### config.mk
export PLATFORM = sky130hd
export DESIGN_NAME = sac_ctrl
export DESIGN_NICKNAME = d
export VERILOG_FILES = /design/src/hdl/sac_pkg.sv /design/src/hdl/sac_ctrl.sv
export SDC_FILE = /design/constraint.sdc
export NUM_CORES = 1
export LEC_CHECK = 0
export BUFFER_PORTS_ARGS = -buffer_cell sky130_fd_sc_hd__buf_2
export CORE_UTILIZATION = 49
export CTS_CLUSTER_SIZE = 16
export DETAILED_ROUTE_END_ITERATION = 6
export GPL_TIMING_DRIVEN = 0
export PLACE_DENSITY = 0.78
export SKIP_LAST_GASP = 1
export SYNTH_ARGS = -nofsm -noshare
export SYNTH_HDL_FRONTEND = slang
export SYNTH_SLANG_ARGS = --single-unit
### constraint.sdc
create_clock -name clk_i -period 1.9 [get_ports clk_i]
set_input_delay 0.285 -clock clk_i [delete_from_list [all_inputs] [get_ports clk_i]]
set_output_delay 0.285 -clock clk_i [all_outputs]
set_load 0.02 [all_outputs]
### src/hdl/sac_pkg.sv
// Shared types and constants for the set-associative tag store with prefetch.
// Used by the controller, the datapath and the top level.
`default_nettype none
package sac_pkg;

  localparam int unsigned SETS         = 512;
  localparam int unsigned WAYS         = 8;
  localparam int unsigned LINE_BYTES   = 64;
  localparam int unsigned ADDR_BITS    = 48;
  localparam int unsigned MAX_PREFETCH = 4;

  localparam int unsigned OFF_W  = $clog2(LINE_BYTES);
  localparam int unsigned SET_W  = $clog2(SETS);
  localparam int unsigned TAG_W  = ADDR_BITS - OFF_W - SET_W;
  localparam int unsigned WAY_W  = $clog2(WAYS);
  localparam int unsigned AGE_W  = $clog2(WAYS + 1);
  localparam int unsigned LINE_W = $clog2(MAX_PREFETCH + 1);
  localparam int unsigned CMP_W  = SET_W + 2;
  localparam int unsigned CNT_W  = 32;

  localparam logic [15:0] LFSR_SEED = 16'hACE1;
  localparam logic [15:0] LFSR_TAPS = 16'hB400;

  // configuration register indexes
  localparam logic CFG_REPL_MODE = 1'b0;
  localparam logic CFG_PF_DEPTH  = 1'b1;

  // replacement modes
  localparam logic MODE_LRU    = 1'b0;
  localparam logic MODE_RANDOM = 1'b1;

  typedef struct packed {
    logic [WAYS-1:0][TAG_W-1:0] tag;
    logic [WAYS-1:0][AGE_W-1:0] age;
    logic [WAYS-1:0]            valid;
  } row_t;

  localparam int unsigned ROW_W = $bits(row_t);

  typedef struct packed {
    logic              clear;
    logic [SET_W-1:0]  clr_addr;
    logic              accept;
    logic              lookup;
    logic [LINE_W-1:0] line;
    logic [LINE_W-1:0] line_nxt;
    logic              finish;
  } cmd_t;

  typedef struct packed {
    logic more;
    logic out_busy;
  } stat_t;

endpackage
`default_nettype wire

### src/hdl/sac_ctrl.sv
// Sequencer: clearing pass, accept, per-set lookup steps, result hand-off.
// Depends on sac_pkg.
`default_nettype none
module sac_ctrl (
  input  wire logic          clk_i,
  input  wire logic          rst_ni,
  input  wire logic          in_valid_i,
  output      logic          in_ready_o,
  input  wire sac_pkg::stat_t stat_i,
  output      sac_pkg::cmd_t  cmd_o
);
  import sac_pkg::*;

  typedef enum logic [3:0] {
    ST_CLEAR  = 4'b0001,
    ST_IDLE   = 4'b0010,
    ST_LOOKUP = 4'b0100,
    ST_FINISH = 4'b1000
  } state_e;

  state_e            state_q, state_d;
  logic [LINE_W-1:0] line_q, line_d;
  logic [SET_W-1:0]  clr_q, clr_d;

  always_comb begin
    cmd_o          = '0;
    cmd_o.clear    = (state_q == ST_CLEAR);
    cmd_o.clr_addr = clr_q;
    cmd_o.accept   = (state_q == ST_IDLE) && in_valid_i;
    cmd_o.lookup   = (state_q == ST_LOOKUP);
    cmd_o.line     = line_q;
    cmd_o.line_nxt = line_q + LINE_W'(1);
    cmd_o.finish   = (state_q == ST_FINISH) && !stat_i.out_busy;
  end

  assign in_ready_o = (state_q == ST_IDLE);

  always_comb begin
    state_d = state_q;
    line_d  = line_q;
    clr_d   = clr_q;
    unique case (state_q)
      ST_CLEAR: begin
        clr_d = clr_q + SET_W'(1);
        if (clr_q == SET_W'(SETS - 1)) state_d = ST_IDLE;
      end
      ST_IDLE: begin
        if (in_valid_i) begin
          line_d  = '0;
          state_d = ST_LOOKUP;
        end
      end
      ST_LOOKUP: begin
        if (stat_i.more) line_d = line_q + LINE_W'(1);
        else state_d = ST_FINISH;
      end
      ST_FINISH: begin
        if (!stat_i.out_busy) state_d = ST_IDLE;
      end
      default: state_d = ST_CLEAR;
    endcase
  end

  always_ff @(posedge clk_i or negedge rst_ni) begin
    if (!rst_ni) begin
      state_q <= ST_CLEAR;
      line_q  <= '0;
      clr_q   <= '0;
    end else begin
      state_q <= state_d;
      line_q  <= line_d;
      clr_q   <= clr_d;
    end
  end

  a_accept_to_lookup: assert property (@(posedge clk_i) disable iff (!rst_ni)
    cmd_o.accept |=> state_q == ST_LOOKUP && line_q == '0)
    else $error("accept did not start lookup");
  a_line_range: assert property (@(posedge clk_i) disable iff (!rst_ni)
    line_q <= LINE_W'(MAX_PREFETCH))
    else $error("prefetch line counter out of range");
  a_no_accept_in_clear: assert property (@(posedge clk_i) disable iff (!rst_ni)
    state_q == ST_CLEAR |-> !in_ready_o)
    else $error("ready during clearing pass");
endmodule
`default_nettype wire

* Yosys cells after proc, flatten, opt, wreduce, memory -nomap -nowiden
Cells that the tools add are included.
** Storage, ports and cells
- Bits in registers :: 16
- Bits in latches :: 0
- RAM bits :: 0
- ROM bits :: 0
- Input port bits :: 5
- Output and inout port bits :: 20
- Logic and storage cells :: 29
- Memories kept :: 0
** Operators by class
- Add/sub/neg operators :: 2
- $mul :: 0
- Divide/modulo/power cells :: 0
- Magnitude comparators :: 0
- Equality and inequality tests :: 10
- Shift operators :: 0
- Multiplexer cells :: 8
- Bitwise gates (word level) :: 0
- Reductions and logical operators :: 6
** Operators with widths (number)
- $mux 4 :: 4
- $pmux 4 s4 :: 1
- $add 9x1->9 const B :: 1
- $eq 9x9->1 const B :: 1
- $ne 2x2->1 const B :: 4
- $mux 3 :: 2
- $pmux 3 s2 :: 1
- $eq 4x1->1 const B :: 1
- $eq 4x2->1 const B :: 1
- $eq 4x3->1 const B :: 1
- $eq 4x4->1 const B :: 1
- $reduce_and 4->1 :: 1
- $add 3x1->3 const B :: 1
- $reduce_and 3->1 :: 1
- $logic_and 1x1->1 :: 2
- $ne 2x1->1 const B :: 1
- $reduce_bool 2->1 :: 1
- $logic_not 1->1 :: 1

* Depth between registers and ports, before layout
- Depth in word-level cells :: 3
- Depth in mapped cells :: 6
- Gate-level depth less buffers :: 6

* Worst setup path after synthesis
OpenSTA, ideal clock, no wires.
- Path type :: register to output
- Start point :: register state_q[3]
- End point :: output port cmd_o[8] (netlist bit)
- Arrival time :: 1.726 ns
- Data required time :: 1.615 ns
- Path slack :: -0.111 ns
- Stages on the path, launching flop included :: 4
- Path buffers :: 1
- Cell sequence :: dfrtp_1 > buf_6 > nor4b_1 > and2_1
** RTL lines
- start, declared :: line sac_ctrl.sv:21 : state_e state_q, state_d;
- start signal, assigned :: line sac_ctrl.sv:70 : state_q <= state_d;
- end, declared :: line sac_ctrl.sv:10 : output sac_pkg::cmd_t cmd_o

==> results.txt <==
----------------------------------------------------
[CTS]
  Max Buffers Root-to-Sink ... 2
  CTS tree ... yes
  Clock-pin slew on the worst setup and hold paths ... 0.09 ns
  Cts bufs inserted ... 3
  Sinks on the clock net ... 16
  Clock insertion delay at the later pin of the skew report ... 0.29 ns
  Clock root buffer ... clkbuf_4
  H-tree levels ... 1

[Timing]
  Max_slew headroom ... 0.6119
  Share of the clock period used by the worst path after layout ... 1.005
  Transition time at the pin with the least slew margin ... 0.5787 ns
  Count of final max-slew check failures ... 0
  Number of failing setup endpoints in the final timing report ... 1
  Min Clock Period, post-route ... 1.910 ns
  Worst clock skew ... 0.004965 ns
  Worst-case setup margin in the final layout ... -0.01035 ns
  Number of failing hold endpoints at the final stage ... 0
  Highest Clock Rate ... 0.5235 GHz
  Unrepaired setup endpoints after global routing ... yes

[Setup path]
  Startpoint of the worst-slack reg-to-reg timing path ... state_q[3]
  Critical path start-end classification ... register to primary output
  Number of buffer and inverter instances along the worst setup path ... 3
  Critical path origin ... state_q[0]
  Nature of the critical path startpoint ... register
  Family of cells with the greatest summed delay on the critical path ... simple AND/OR/NAND/NOR gates
  Worst reg2reg path endpoint ... clr_q[7]
  Worst path cell trace ... buf_4 -> buf_4 -> nor4b_2 -> and2_1 -> buf_2
  Reg-to-reg setup timing slack ... 0.12 ns
  Required time worst endpoint ... 1.62 ns
  Library cell contributing the largest single delay on the critical path ... dfstp_2
  Largest incremental delay on the critical path ... 0.38 ns
  Destination of the critical timing path ... cmd_o[8]
  Category of the worst setup path capture point ... primary output
  Worst-path maximum fanout ... 4
  Path depth of the worst reg2reg path ... 5
  Stages on worst setup path ... 5
  Arr. time, crit path ... 1.63 ns
  Crit path top cell by count ... buf_4

[Synth]
  Synth unique cells ... 29
  Post-Synthesis Cell Area ... 829.5 sq um
  Number of synthesis warnings ... 0
  Top cell type's share of synthesized area ... 0.4525
  Mean post-synth cell area ... 10.50 sq um
  Cell taking the most area after synthesis ... dfrtp_1
  #FFs+latches synth ... 16
  Number of nets produced by synthesis ... 87
  Number of standard cells after synthesis ... 79
  Register area share after synthesis ... 0.4842
  Synth top area cells ... dfrtp_1 45%, xor2_1 7.4%, nand2_1 5.4%

[Cells and area]
  Share of post-route cells with drive strength above 1 ... 0.3784
  Number of antenna cells inserted ... 0
  Synthesis-to-layout area growth ... 27.00%
  Summed area of non-filler cells in the final layout ... 1054 sq um
  Share of the core filled with cells in the final layout ... 0.6834
  Final standard cell count with taps included and fillers excluded ... 127
  Number of nets in the layout ... 120

[Place]
  Area post-placement ... 975.9 sq um
  Post-placement setup slack ... 0.1261 ns
  IO buf count ... 24
  Placed Cells ... 119
  Detailed placement HPWL ... 1.212 mm
  GPL Wtd Cong ... 0.7790

[Global route]
  Global-route total usage across every layer ... 0.2032
  Maximum number of pins on one net before global-route repair ... 17
  Antenna violations before repair ... 0
  Vias in the first global route ... 581
  Residual overflow from global routing ... 0
  First-pass GRT wire length ... 2.704 mm

[Routing]
  Detailed-routing iteration count for the pre-antenna-repair pass ... 4
  Post-DR vias/cell ... 5.465
  Wirelength per Cell ... 13.35 um
  1st-iter DRT viols ... 8
  Remaining antenna violation count ... 0
  Remaining DRCs ... 0
  Number of vias in the routed layout ... 694
  Overall routed net length ... 1.695 mm

[Floorplan]
  Rows ... 14
  Core ar. ... 1541 sq um
  Die Wd ... 43.15 um
  Die Y-Extent ... 43.15 um
  Starting Density ... 0.5381
  Die area ... 1861 sq um
  Number of top-level design ports ... 25

[Run status]
  Outcome ... finished with violations
  Failing checks ... setup timing

[Power and ir drop]
  Leak ... 0.0005138 uW
  Peak VDD IR ... 0.5243 mV
  Power density over the cells ... 1020 nW/um^2

[Min path]
  Kind of path behind the tightest hold check ... input port to register

[Run]
  Max-Cap Viols ... 0

----------------------------------------------------
## power by group
part	internal (uW)	leakage (uW)	switching, uW
logic	139	0.000306	241
registers	421	0.000192	86.5
clock network	81.6	0.0000150	105
total	642	0.000514	433
## kinds of logic after synthesis
group,count (synthesis),share of synthesized area
flops,16,0.4842
mux,1,0.01207
fa+ha+maj,3,0.04525
simple gates,33,0.2368
compound gates,8,0.06637
xor+xnor,9,0.09503
buf+inv,9,0.06032
## flip-flops by register name, indices dropped and copies added (netlist names)
signal and flops:
state_q 4, clr_q 9, line_q 3
## cell usage in the layout, fill, tap and decap left out, types with 2 or more instances in the layout
cell      count
xnor2_1       2
buf_4         6
inv_1         5
buf_2        23
ha_1          3
o21ai_0       3
clkbuf_4      3
nor3_1        4
dfrtp_2       2
dfrtp_1      13
nor2_1        2
nand3_1       3
nor4b_2       2
xor2_1        7
nand2_1      12
nand3b_1      3
## worst reg2reg max path, cell delays in order (launching register included)
cell	delay (ns)
dfrtp_1	0.38
buf_6	0.14
or4b_4	0.56
buf_4	0.19
nor4_4	0.28
xor2_1	0.16
## area by class of cell
class / instances / area, sq um
well taps: 16 / 20.02
flip-flops and latches: 16 / 404.1
fillers: 125 / 488.0
multi-input cells: 54 / 396.6
repair buffers: 30 / 170.2
clock buffers: 4 / 26.28
inverters: 6 / 25.02
plain buffers: 1 / 11.26
## worst min path at each step
stage               startpoint        end  cells past startpoint
finish               stat_i[1]  line_q[0]                      3
global route         stat_i[1]  line_q[0]                      3
CTS                  stat_i[1]  line_q[0]                      3
detailed placement      rst_ni  line_q[1]                      1
global placement        rst_ni  line_q[1]                      1
floorplan               rst_ni   clr_q[0]                      0
## stage by stage
step / hold slack [ns] / total power, uW / TNS, ns
finish: 0.2858 / 1075 / -0.01035
global route: 0.3139 / 1144 / -0.1328
CTS: 0.2764 / 1085 / -0.1511
detailed placement: 0.2161 / 899.3 / 0
global placement: 0.2114 / 879.6 / 0
floorplan: -0.01059 / 761.9 / 0
## layer usage
metal / vias up / GRT usage / share of wire
li1: 334 / - / -
met1: 337 / 0.2643 / 0.46
met2: 19 / 0.2985 / 0.49
met3: 4 / 0.03830 / 0.039
met4: 0 / 0.1455 / 0.016
met5: - / 0 / 0
## Yosys cell counts
master / number
a211oi_1: 1
a221o_1: 1
a2bb2oi_1: 1
a31oi_1: 1
and2_1: 1
buf_2: 1
buf_6: 2
dfrtp_1: 15
dfstp_2: 1
ha_1: 3
inv_1: 5
inv_2: 1
mux2i_1: 1
nand2_1: 12
nand3_1: 3
nand3b_1: 3
nand4_1: 1
nor2_1: 2
nor3_1: 4
nor3b_1: 1
nor4_1: 1
nor4_4: 1
nor4b_1: 2
o211ai_1: 1
o21ai_0: 3
or2b_1: 1
or4b_4: 1
xnor2_1: 2
xor2_1: 7
## timing repair
item                                   CTS  global route
endpoints found under the hold margin   15             0
buffers inserted                         1             4
pin swaps                                0             1
setup endpoints to repair                3             2
resized for setup                        2             4
hold buffers                             1             0
Power figures use the tool's default switching activity.
